===== config.mk =====
export PLATFORM = sky130hd
export DESIGN_NAME = long_press_blink_controller
export DESIGN_NICKNAME = d
export VERILOG_FILES = /design/src/hw/rtl/lpbc_pkg.sv /design/src/hw/rtl/lpbc_csr.sv /design/src/hw/rtl/lpbc_elapsed.sv /design/src/hw/rtl/lpbc_core.sv /design/src/hw/rtl/long_press_blink_controller.sv
export SDC_FILE = /design/constraint.sdc
export NUM_CORES = 2
export LEC_CHECK = 0
export ABC_AREA = 1
export ABC_CLOCK_PERIOD_IN_PS = 11300
export BUFFER_PORTS_ARGS = -buffer_cell sky130_fd_sc_hd__buf_2
export CAP_MARGIN = 20
export CORE_UTILIZATION = 38
export DETAILED_ROUTE_END_ITERATION = 6
export PLACE_DENSITY = 0.54
export SLEW_MARGIN = 10
export SYNTH_ARGS = -nofsm -noshare
export SYNTH_HDL_FRONTEND = slang
export SYNTH_SLANG_ARGS = --single-unit

===== constraint.sdc =====
create_clock -name clock -period 11.3 [get_ports clock]
set_clock_uncertainty 0.15 [all_clocks]
set_input_delay 2.26 -clock clock [delete_from_list [all_inputs] [get_ports clock]]
set_output_delay 2.26 -clock clock [all_outputs]
set_load 0.1 [all_outputs]

===== src/hw/rtl/lpbc_pkg.sv =====
`timescale 1ns / 1ps

package lpbc_pkg;

   localparam int TickWidth      = 32;
   localparam int NowWidth       = 32;
   localparam int LongPressWidth = 16;
   localparam int DurationWidth  = 20;
   localparam int HalfWidth      = 16;
   localparam int TickMsWidth    = 10;
   localparam int CsrIndexWidth  = 3;
   localparam int CsrDataWidth   = 20;
   localparam int CmpWidth       = (TickWidth > DurationWidth) ? TickWidth : DurationWidth;

   localparam logic [CsrIndexWidth-1:0] CSR_LONG_PRESS     = 3'd0;
   localparam logic [CsrIndexWidth-1:0] CSR_BLINK_DURATION = 3'd1;
   localparam logic [CsrIndexWidth-1:0] CSR_HALF_PERIOD    = 3'd2;
   localparam logic [CsrIndexWidth-1:0] CSR_TICK_MS        = 3'd3;

   localparam logic [LongPressWidth-1:0] LongPressReset = 16'd500;
   localparam logic [DurationWidth-1:0]  DurationReset  = 20'd10000;
   localparam logic [HalfWidth-1:0]      HalfReset      = 16'd100;
   localparam logic [TickMsWidth-1:0]    TickMsReset    = 10'd10;

   typedef struct packed {
      logic [LongPressWidth-1:0] long_press_ms;
      logic [DurationWidth-1:0]  blink_total_ms;
      logic [HalfWidth-1:0]      half_period_ms;
      logic [TickMsWidth-1:0]    tick_ms;
   } lpbc_cfg_type;

endpackage


===== src/hw/rtl/lpbc_csr.sv =====
`timescale 1ns / 1ps

module lpbc_csr
   import lpbc_pkg::*;
(
   input  logic                     clock,
   input  logic                     reset,
   input  logic                     csr_valid,
   output logic                     csr_ready,
   input  logic [CsrIndexWidth-1:0] csr_index,
   input  logic [CsrDataWidth-1:0]  csr_data,
   output lpbc_cfg_type             cfg
);

   lpbc_cfg_type cfg_ff;
   lpbc_cfg_type cfg_in;

   assign csr_ready = 1'b1;
   assign cfg       = cfg_ff;

   always_comb begin
      cfg_in = cfg_ff;
      if (csr_valid) begin
         unique case (csr_index)
            CSR_LONG_PRESS:     cfg_in.long_press_ms  = csr_data[LongPressWidth-1:0];
            CSR_BLINK_DURATION: cfg_in.blink_total_ms = csr_data[DurationWidth-1:0];
            CSR_HALF_PERIOD:    cfg_in.half_period_ms = csr_data[HalfWidth-1:0];
            CSR_TICK_MS:        cfg_in.tick_ms        = csr_data[TickMsWidth-1:0];
            default:            cfg_in = cfg_ff;
         endcase
      end
   end

   always_ff @(posedge clock) begin
      if (reset) begin
         cfg_ff.long_press_ms  <= LongPressReset;
         cfg_ff.blink_total_ms <= DurationReset;
         cfg_ff.half_period_ms <= HalfReset;
         cfg_ff.tick_ms        <= TickMsReset;
      end else begin
         cfg_ff <= cfg_in;
      end
   end

endmodule


===== src/hw/rtl/lpbc_elapsed.sv =====
`timescale 1ns / 1ps

module lpbc_elapsed
   import lpbc_pkg::*;
(
   input  logic [TickWidth-1:0]   now,
   input  logic [TickWidth-1:0]   stamp,
   input  logic [TickMsWidth-1:0] tick_ms,
   output logic [TickWidth-1:0]   elapsed
);

   logic [TickWidth-1:0]             diff;
   logic [TickWidth+TickMsWidth-1:0] prod;

   // both the tick difference and the ms product wrap at the tick width
   assign diff    = now - stamp;
   assign prod    = (TickWidth + TickMsWidth)'(diff) * (TickWidth + TickMsWidth)'(tick_ms);
   assign elapsed = prod[TickWidth-1:0];

endmodule


===== src/hw/rtl/lpbc_core.sv =====
`timescale 1ns / 1ps

module lpbc_core
   import lpbc_pkg::*;
(
   input  logic                 clock,
   input  logic                 reset,
   input  lpbc_cfg_type         cfg,
   input  logic                 in_valid,
   input  logic                 in_button,
   input  logic [TickWidth-1:0] in_now,
   output logic                 out_free,
   output logic                 rsp_valid,
   input  logic                 rsp_ready,
   output logic                 rsp_led_on,
   output logic [2:0]           rsp_mode_code
);

   typedef enum logic [2:0] {
      MODE_IDLE          = 3'd0,
      MODE_TIMING        = 3'd1,
      MODE_BLINK_HELD    = 3'd2,
      MODE_BLINK         = 3'd3,
      MODE_CANCEL_TIMING = 3'd4,
      MODE_WAIT_RELEASE  = 3'd5
   } mode_type;

   mode_type             mode_ff, mode_in;
   logic                 led_ff, led_in;
   logic [TickWidth-1:0] press_ff, press_in;
   logic [TickWidth-1:0] blink_ff, blink_in;
   logic [TickWidth-1:0] toggle_ff, toggle_in;
   logic                 rsp_valid_ff, rsp_valid_in;
   logic                 rsp_led_ff;
   logic [2:0]           rsp_mode_ff;

   logic                 advance;
   logic [TickWidth-1:0] dur_stamp;
   logic [TickWidth-1:0] el_dur;
   logic [TickWidth-1:0] el_tog;
   logic                 long_met;
   logic                 dur_met;
   logic                 tog_due;

   assign out_free      = !rsp_valid_ff || rsp_ready;
   assign advance       = in_valid && out_free;
   assign rsp_valid     = rsp_valid_ff;
   assign rsp_led_on    = rsp_led_ff;
   assign rsp_mode_code = rsp_mode_ff;

   // press timing states look at the press stamp, blinking states at the blink stamp
   assign dur_stamp = (mode_ff == MODE_TIMING || mode_ff == MODE_CANCEL_TIMING) ?
                      press_ff : blink_ff;

   lpbc_elapsed u_el_dur (
      .now     (in_now),
      .stamp   (dur_stamp),
      .tick_ms (cfg.tick_ms),
      .elapsed (el_dur)
   );

   lpbc_elapsed u_el_tog (
      .now     (in_now),
      .stamp   (toggle_ff),
      .tick_ms (cfg.tick_ms),
      .elapsed (el_tog)
   );

   assign long_met = CmpWidth'(el_dur) >= CmpWidth'(cfg.long_press_ms);
   assign dur_met  = CmpWidth'(el_dur) >= CmpWidth'(cfg.blink_total_ms);
   assign tog_due  = CmpWidth'(el_tog) >= CmpWidth'(cfg.half_period_ms);

   always_comb begin
      mode_in   = mode_ff;
      led_in    = led_ff;
      press_in  = press_ff;
      blink_in  = blink_ff;
      toggle_in = toggle_ff;
      unique case (mode_ff)
         MODE_TIMING: begin
            if (!in_button) begin
               mode_in = MODE_IDLE;
            end else if (long_met) begin
               mode_in   = MODE_BLINK_HELD;
               blink_in  = in_now;
               toggle_in = in_now;
               led_in    = 1'b1;
            end
         end
         MODE_BLINK_HELD: begin
            if (dur_met) begin
               led_in  = 1'b0;
               mode_in = MODE_WAIT_RELEASE;
            end else if (!in_button) begin
               mode_in = MODE_BLINK;
            end else if (tog_due) begin
               led_in    = !led_ff;
               toggle_in = in_now;
            end
         end
         MODE_BLINK: begin
            if (in_button) begin
               mode_in  = MODE_CANCEL_TIMING;
               press_in = in_now;
            end else if (dur_met) begin
               led_in  = 1'b0;
               mode_in = MODE_IDLE;
            end else if (tog_due) begin
               led_in    = !led_ff;
               toggle_in = in_now;
            end
         end
         MODE_CANCEL_TIMING: begin
            if (!in_button) begin
               mode_in = MODE_BLINK;
            end else if (long_met) begin
               led_in  = 1'b0;
               mode_in = MODE_WAIT_RELEASE;
            end else if (tog_due) begin
               led_in    = !led_ff;
               toggle_in = in_now;
            end
         end
         MODE_WAIT_RELEASE: begin
            if (!in_button) begin
               mode_in = MODE_IDLE;
            end
         end
         default: begin
            mode_in = MODE_IDLE;
            if (in_button) begin
               mode_in  = MODE_TIMING;
               press_in = in_now;
            end
         end
      endcase
   end

   assign rsp_valid_in = advance || (rsp_valid_ff && !rsp_ready);

   always_ff @(posedge clock) begin
      if (reset) begin
         mode_ff      <= MODE_IDLE;
         led_ff       <= 1'b0;
         press_ff     <= '0;
         blink_ff     <= '0;
         toggle_ff    <= '0;
         rsp_valid_ff <= 1'b0;
         rsp_led_ff   <= 1'b0;
         rsp_mode_ff  <= MODE_IDLE;
      end else begin
         rsp_valid_ff <= rsp_valid_in;
         if (advance) begin
            mode_ff     <= mode_in;
            led_ff      <= led_in;
            press_ff    <= press_in;
            blink_ff    <= blink_in;
            toggle_ff   <= toggle_in;
            rsp_led_ff  <= led_in;
            rsp_mode_ff <= mode_in;
         end
      end
   end

   a_led_only_blinking: assert property (@(posedge clock) disable iff (reset)
      led_ff |-> (mode_ff == MODE_BLINK_HELD || mode_ff == MODE_BLINK ||
                  mode_ff == MODE_CANCEL_TIMING))
      else $error("led on outside a blinking mode");

   a_rsp_tracks_state: assert property (@(posedge clock) disable iff (reset)
      rsp_mode_ff == mode_ff && rsp_led_ff == led_ff)
      else $error("result register out of step with state");

   a_blink_start: assert property (@(posedge clock) disable iff (reset)
      advance && mode_ff == MODE_TIMING && mode_in == MODE_BLINK_HELD
      |=> led_ff && toggle_ff == blink_ff)
      else $error("blink start did not turn led on with fresh stamps");

   a_hold_without_transfer: assert property (@(posedge clock) disable iff (reset)
      !advance |=> $stable(mode_ff) && $stable(led_ff) && $stable(toggle_ff))
      else $error("state changed without a sample");

endmodule


===== src/hw/rtl/long_press_blink_controller.sv =====
`timescale 1ns / 1ps

// Long-press blink controller.
// req channel: one poll sample per transfer (button level, free-running tick count).
// rsp channel: one result per sample (LED level and mode code after that sample).
// csr channel: register writes, index 0 long press ms, 1 blink duration ms,
//   2 half period ms, 3 tick ms; other indexes are ignored. csr_ready is always high.
//   Write registers only while no sample is in flight.
// Ordering: a sample is held in the input register until the state machine takes it;
//   the state machine and the result register update together, and the result
//   transfers from the result register once rsp_ready is high.
// Throughput: 1 sample per cycle while rsp_ready stays high; the state update (tick
//   subtract, multiply by tick ms, compare) is combinational ahead of the state registers.
// Stall: when rsp_ready is low the result is held, one more sample waits in the
//   input register, and req_ready drops until the result is taken.
// Reset (synchronous): mode idle, LED off, stamps zero, registers to defaults
//   (500, 10000, 100, 10), both pipeline registers empty.

module long_press_blink_controller
   import lpbc_pkg::*;
(
   input  logic                     clock,
   input  logic                     reset,
   input  logic                     req_valid,
   output logic                     req_ready,
   input  logic                     req_button_level,
   input  logic [NowWidth-1:0]      req_now_ticks,
   output logic                     rsp_valid,
   input  logic                     rsp_ready,
   output logic                     rsp_led_on,
   output logic [2:0]               rsp_mode_code,
   input  logic                     csr_valid,
   output logic                     csr_ready,
   input  logic [CsrIndexWidth-1:0] csr_index,
   input  logic [CsrDataWidth-1:0]  csr_data
);

   lpbc_cfg_type         cfg;
   logic                 out_free;
   logic                 s1_valid_ff, s1_valid_in;
   logic                 s1_button_ff;
   logic [TickWidth-1:0] s1_now_ff;
   logic                 req_take;

   assign req_ready   = !s1_valid_ff || out_free;
   assign req_take    = req_valid && req_ready;
   assign s1_valid_in = req_take || (s1_valid_ff && !out_free);

   always_ff @(posedge clock) begin
      if (reset) begin
         s1_valid_ff <= 1'b0;
      end else begin
         s1_valid_ff <= s1_valid_in;
      end
   end

   always_ff @(posedge clock) begin
      if (req_take) begin
         s1_button_ff <= req_button_level;
         s1_now_ff    <= TickWidth'(req_now_ticks);
      end
   end

   lpbc_csr u_csr (
      .clock     (clock),
      .reset     (reset),
      .csr_valid (csr_valid),
      .csr_ready (csr_ready),
      .csr_index (csr_index),
      .csr_data  (csr_data),
      .cfg       (cfg)
   );

   lpbc_core u_core (
      .clock         (clock),
      .reset         (reset),
      .cfg           (cfg),
      .in_valid      (s1_valid_ff),
      .in_button     (s1_button_ff),
      .in_now        (s1_now_ff),
      .out_free      (out_free),
      .rsp_valid     (rsp_valid),
      .rsp_ready     (rsp_ready),
      .rsp_led_on    (rsp_led_on),
      .rsp_mode_code (rsp_mode_code)
   );

endmodule

Word-level counts from Yosys, hierarchy flattened
Index checks and enable logic that the tools add are counted.
- word-level logic and storage cells: 101
- output and inout port bits: 7
- flip-flop bits (word level): 197
- reductions and logical operators: 26
- $add $sub $neg: 2
- multiplexer cells: 32
- equal/unequal tests: 22
- magnitude comparators: 3
- bitwise logic cells: 1
- $mul: 2
- operators with widths (kind ; count):
    $mux W32 ; 10
    $pmux W32 S4 ; 1
    $ge A32 B16 Y1 ; 2
    $mul A32 B10 Y32 ; 2
    $sub A32 B32 Y32 ; 2
    $ge A32 B20 Y1 ; 1
    $mux W3 ; 9
    $ne A2 B2 Y1 const B ; 8
    $ne A3 B2 Y1 const B ; 5
    $pmux W3 S5 ; 1
    $eq A3 B2 Y1 const B ; 4
    $mux W1 ; 10
    $reduce_and A10 Y1 ; 1
    $reduce_and A2 Y1 ; 4
    $reduce_and A7 Y1 ; 1
    $eq A3 B1 Y1 const B ; 2
    $eq A3 B3 Y1 const B ; 2
    $reduce_and A6 Y1 ; 1
    $logic_not A1 Y1 ; 5
    $logic_or A1 B1 Y1 ; 5
    $logic_and A1 B1 Y1 ; 4
    $pmux W1 S4 ; 1
    $reduce_and A4 Y1 ; 1
    $reduce_bool A4 Y1 ; 1
    5 further kinds ; 5

Longest topological paths before layout
- depth after elaboration: 9
- gate-level depth with buffers: 53
- depth with buffers taken out: 52

By module
Synthesis repeated with hierarchy kept, for this count alone.
- cell total of the unflattened synthesis: 4131
- area, all modules: 29617.2 µm²
- modules (own cells, without submodules) (module ; area an instance (µm²) ; cells an instance ; seq. area each (µm²) ; times used):
    lpbc_elapsed at u_core.u_el_tog ; 10149.7 ; 1461 ; 0.0 ; 1
    lpbc_elapsed at u_core.u_el_dur ; 10019.6 ; 1446 ; 0.0 ; 1
    lpbc_core ; 5894.4 ; 828 ; 2021.9 ; 1
    lpbc_csr ; 2514.9 ; 357 ; 1241.2 ; 1
    long_press_blink_controller ; 1038.5 ; 39 ; 1011.0 ; 1

Worst setup path after synthesis
No wires, ideal clock.
- path type: reg2reg
- start: reg u_core.mode_ff[2]
- end: reg u_core.toggle_ff[28]
- setup slack: 2.015 ns
- clock period less this slack: 9.285 ns
- arrival time: 9.022 ns
- stages on the path, launching flop included: 51
- required time: 11.037 ns
- cells stage by stage: dfxtp_1 nand3_2 nand2_4 buf_1 nand2_1 nand2_1 ha_1 inv_1 fa_1 nand2_1 nand2_1 nand3_1 nand2_1 xor2_1 nand2_1 fa_1 inv_1 fa_1 [15 not listed] o21ai_0 xor2_1 ha_1 nand2_1 inv_1 nand3_1 inv_1 a21oi_1 nand2_1 a211oi_2 nand2_4 nand2_1 nand2_2 nor2_4 buf_6 nand3_1 nand2_1 nor2_1
- longest elaborated chain between the ends: 8
- elaborated cells on any way between the ends: 21
- classes of those cells: add/sub: 1; mul: 1; order compare: 2; eq/ne: 12; mux: 2; reduce/logical: 3
- ends and longest elaborated chain (item ; RTL line ; RTL):
    start, declared ; lpbc_core.sv:28 ; mode_type mode_ff, mode_in;
    start signal, assigned ; lpbc_core.sv:154 ; mode_ff <= mode_in;
    $eq A3 B1 Y1 or $eq A3 B3 Y1 (tied branches) ; lpbc_core.sv:52, lpbc_core.sv:79 ;
    $logic_or A1 B1 Y1 ; lpbc_core.sv:52 ; assign dur_stamp = (mode_ff == MODE_TIMING || mode_ff == MODE_CANCEL_TIMING) ?
    $mux W32 ; lpbc_core.sv:52 ;
    $sub A32 B32 Y32 ; lpbc_elapsed.sv:16 ; assign diff = now - stamp;
    $mul A32 B10 Y32 ; lpbc_elapsed.sv:17 ; assign prod = (TickWidth + TickMsWidth)'(diff) * (TickWidth + TickMsWidth)'(tick_ms);
    $ge A32 B16 Y1 or $ge A32 B20 Y1 (tied branches) ; lpbc_core.sv:69, lpbc_core.sv:70 ;
    $ne A2 B1 Y1 (no source line) or $ne A2 B2 Y1 (tied branches) ; - ;
    $reduce_and A10 Y1 (no source line) ; - ;
    end signal, assigned ; lpbc_core.sv:158 ; toggle_ff <= toggle_in;
    end, declared ; lpbc_core.sv:32 ; logic [TickWidth-1:0] toggle_ff, toggle_in;
Parallel ways exist; a longest one is shown, timed or not.
A chain may end at the register's enable or synchronous reset.

Worst setup path in the final report
- start: reg u_core.mode_ff[0]
- end: reg u_core.toggle_ff[12]
The elaborated chain is that of the path after synthesis.

==> results_dict.tcl <==
set metrics [dict create \
    whs_path_depth 2 \
    routed.top_layer "met4" \
    syn_to_final_growth_pct 6.56 \
    critical_path_required_ns 11.54 \
    tightestPinTransition_ns 1.12 \
    clk_path_buf_depth 2 \
    met1_length_mm 41.0 \
    synthCells 3980 \
    route.detailed.drc 0 \
    hold_class "flop to flop" \
    vdd_drop_max_v 0.000119 \
    met2WireLength_mm 39.0 \
    row_count 100 \
    slew_viol_final 0 \
    vias_per_cell 5.01 \
    syn_area_per_cell_um2 7.24 \
    die_width_um 277 \
    setup_tns_ns 0 \
    hold_ws_ns 0.315 \
    antenna_left 0 \
    slowest_delay_ns 0.72 \
    placed_cell_area_um2 30000 \
    endpoint_kind "flop" \
    path_class "flop to flop" \
    outcome "completed" \
    cp_top_family "adder cells" \
    cp_common_cell "nand2_1" \
    p_per_area_nw_per_um2 209 \
    synth_area_leader_cell "fa_1" \
    hold_buffers 0 \
    ys.flop_type "dfxtp_1" \
    first_pass_iters 5 \
    clock_latency_ns 0.50 \
    clk_root_buffer_cell "clkbuf_16" \
    final_cell_mix "nand2_1, inv_1, nor2_1" \
    hold_violations 0 \
    core_um2 74700 \
    netlist_area_um2 28800 \
    numPortBuffers 66 \
    drive_above_1_share 0.0475 \
    yosysUniqueCellTypes 56 \
    path_buf_inv 9 \
    cap_violations 0 \
    numCtsBuffers 17 \
    grt_max_degree 89 \
    ys_ff_latch 197 \
    cts.sink_count 197 \
    start_util 0.386 \
    routedWlPerCell_um 17.2 \
    drtIter0Drc 1545 \
    clk_pin_slew_worst_paths_ns 0.09 \
    yosysSeqAreaShare 0.148 \
    cts_max_level 4 \
    overflow 0 \
    wl_met3_mm 3.66 \
    grt_pass1_vias 24912 \
    max_freq_mhz 96.7 \
    startpoint_type "flop" \
    die_y_um 277 \
    via_count 24789 \
    die_area_um2 76900 \
    ctsResizeCount 0 \
    cp_slowest_cell "a211oi_2" \
    cts_setup_buffers 0 \
    layout_commonest_cell "nand2_1" \
    power.leakage_nw 15.6 \
    yosysTopAreaCellShare 0.277 \
    hpwl_mm 68.8 \
    r2r_cells 47 \
    cp_max_fo 36 \
    max_slew_margin 0.253 \
    fillCellCount 7818 \
    fin_crit_sh 0.916 \
    worst-path-stages 47 \
    nets 4636 \
    finalSetupViolCount 0 \
    post-route-min-period_ns 10.35 \
    synth_warnings 0 \
    fin_area_um2 30700 \
    track_usage 0.226 \
    rsz0062_at_grt "false" \
    synth_fp_nets 4646 \
    pin_count 68 \
    antenna_found_initial 0 \
    synth-edff-count 33 \
    grt_pass1_wl_mm 137 \
    arrival_ns 10.58 \
    async_flop_share 0 \
    gp_congestion 0.902 \
    wl_mm 85.1 \
    synth_area_leaders "fa_1, dfxtp_1, nand2_1" \
    diodes 0 \
    cts_tree "built" \
]
==> synth_stat cells (11+ instances only) <==
library cell and n:
o21bai_1 12, o21ai_0 149, nor3_1 26, buf_1 11, xnor2_1 21, dfxtp_1 164, clkbuf_1 93, xor2_1 61
nor2_1 494, inv_2 14, o211ai_1 21, nand3_1 171, edfxtp_1 33, buf_2 12, mux2i_1 30, ha_1 207
a21oi_1 263, nand2_1 864, nor4_1 12, fa_1 398, inv_1 780, nand4_1 26
==> per-layer routing <==
metal  global-route usage  up-vias
li1                     -    12187
met1                0.319    11966
met2                0.371      567
met3               0.0269       69
met4               0.0484        0
met5                    0        -
==> worst paths after layout <==
kind                     start              endpoint  slack (ns)
min reg2reg      u_csr.cfg[28]         u_csr.cfg[28]        0.31
max reg2reg  u_core.mode_ff[0]  u_core.toggle_ff[12]        0.95
max          u_core.mode_ff[0]  u_core.toggle_ff[12]        0.95
min              u_csr.cfg[28]         u_csr.cfg[28]        0.31
==> worst register-to-register path: cells and delay by family, from the launching register on <==
kind | cells | cell delay [ns]
compound gates | 4 | 1.36
mux | 1 | 0.23
xor+xnor | 2 | 0.85
flops | 1 | 0.35
buf+inv | 9 | 0.84
fa+ha+maj | 8 | 3.59
simple gates | 23 | 2.89
==> where the power goes <==
part / internal [mW] / switching [mW]
sequential: 0.746 / 0.0339
clock: 0.314 / 0.370
combinational: 1.85 / 3.10
total: 2.91 / 3.51
==> cell families (layout without fill, tap and decap cells) <==
family                   Yosys count  after routing  synth area share
AO/OA/AOI/OAI                    495            495            0.0929
XOR/XNOR                          83             83            0.0255
adder cells (fa/ha/maj)          605            605             0.367
buffers and inverters            921            924             0.122
flip-flops                       197            197             0.148
multiplexers                      30             30            0.0104
other                              1              1          0.000130
AND/OR/NAND/NOR                 1648           1648             0.234
==> stage by stage <==
stage	instances	setup slack, ns	util	total power, mW
2_1_floorplan	3980	2.02	-	4.53
3_3_place_gp	4920	1.09	0.402	5.72
3_5_place_dp	4920	0.984	0.402	5.75
4_1_cts	4952	0.955	0.411	6.47
5_1_grt	4952	0.0965	0.411	7.29
6_report	4952	0.953	0.411	6.42
==> registers in the layout, summed over array words and instances, names as in the netlist <==
name	cells
u_core.press_ff	32
u_core.led_ff	1
s1_valid_ff	1
u_core.rsp_valid	1
u_core.blink_ff	32
s1_now_ff	32
s1_button_ff	1
u_core.toggle_ff	32
u_csr.cfg	62
u_core.mode_ff	3
==> final cells by class <==
type,count,area [um^2],area share
Multi-Input combinational cell,2862,21000,0.685
Sequential cell,197,4280,0.139
Inverter,798,3000,0.0977
Tap cell,969,1210,0.0395
Timing Repair Buffer,94,541,0.0176
Clock buffer,17,425,0.0139
Clock inverter,15,218,0.00709
Note: power is estimated with default switching activity, not from simulation.
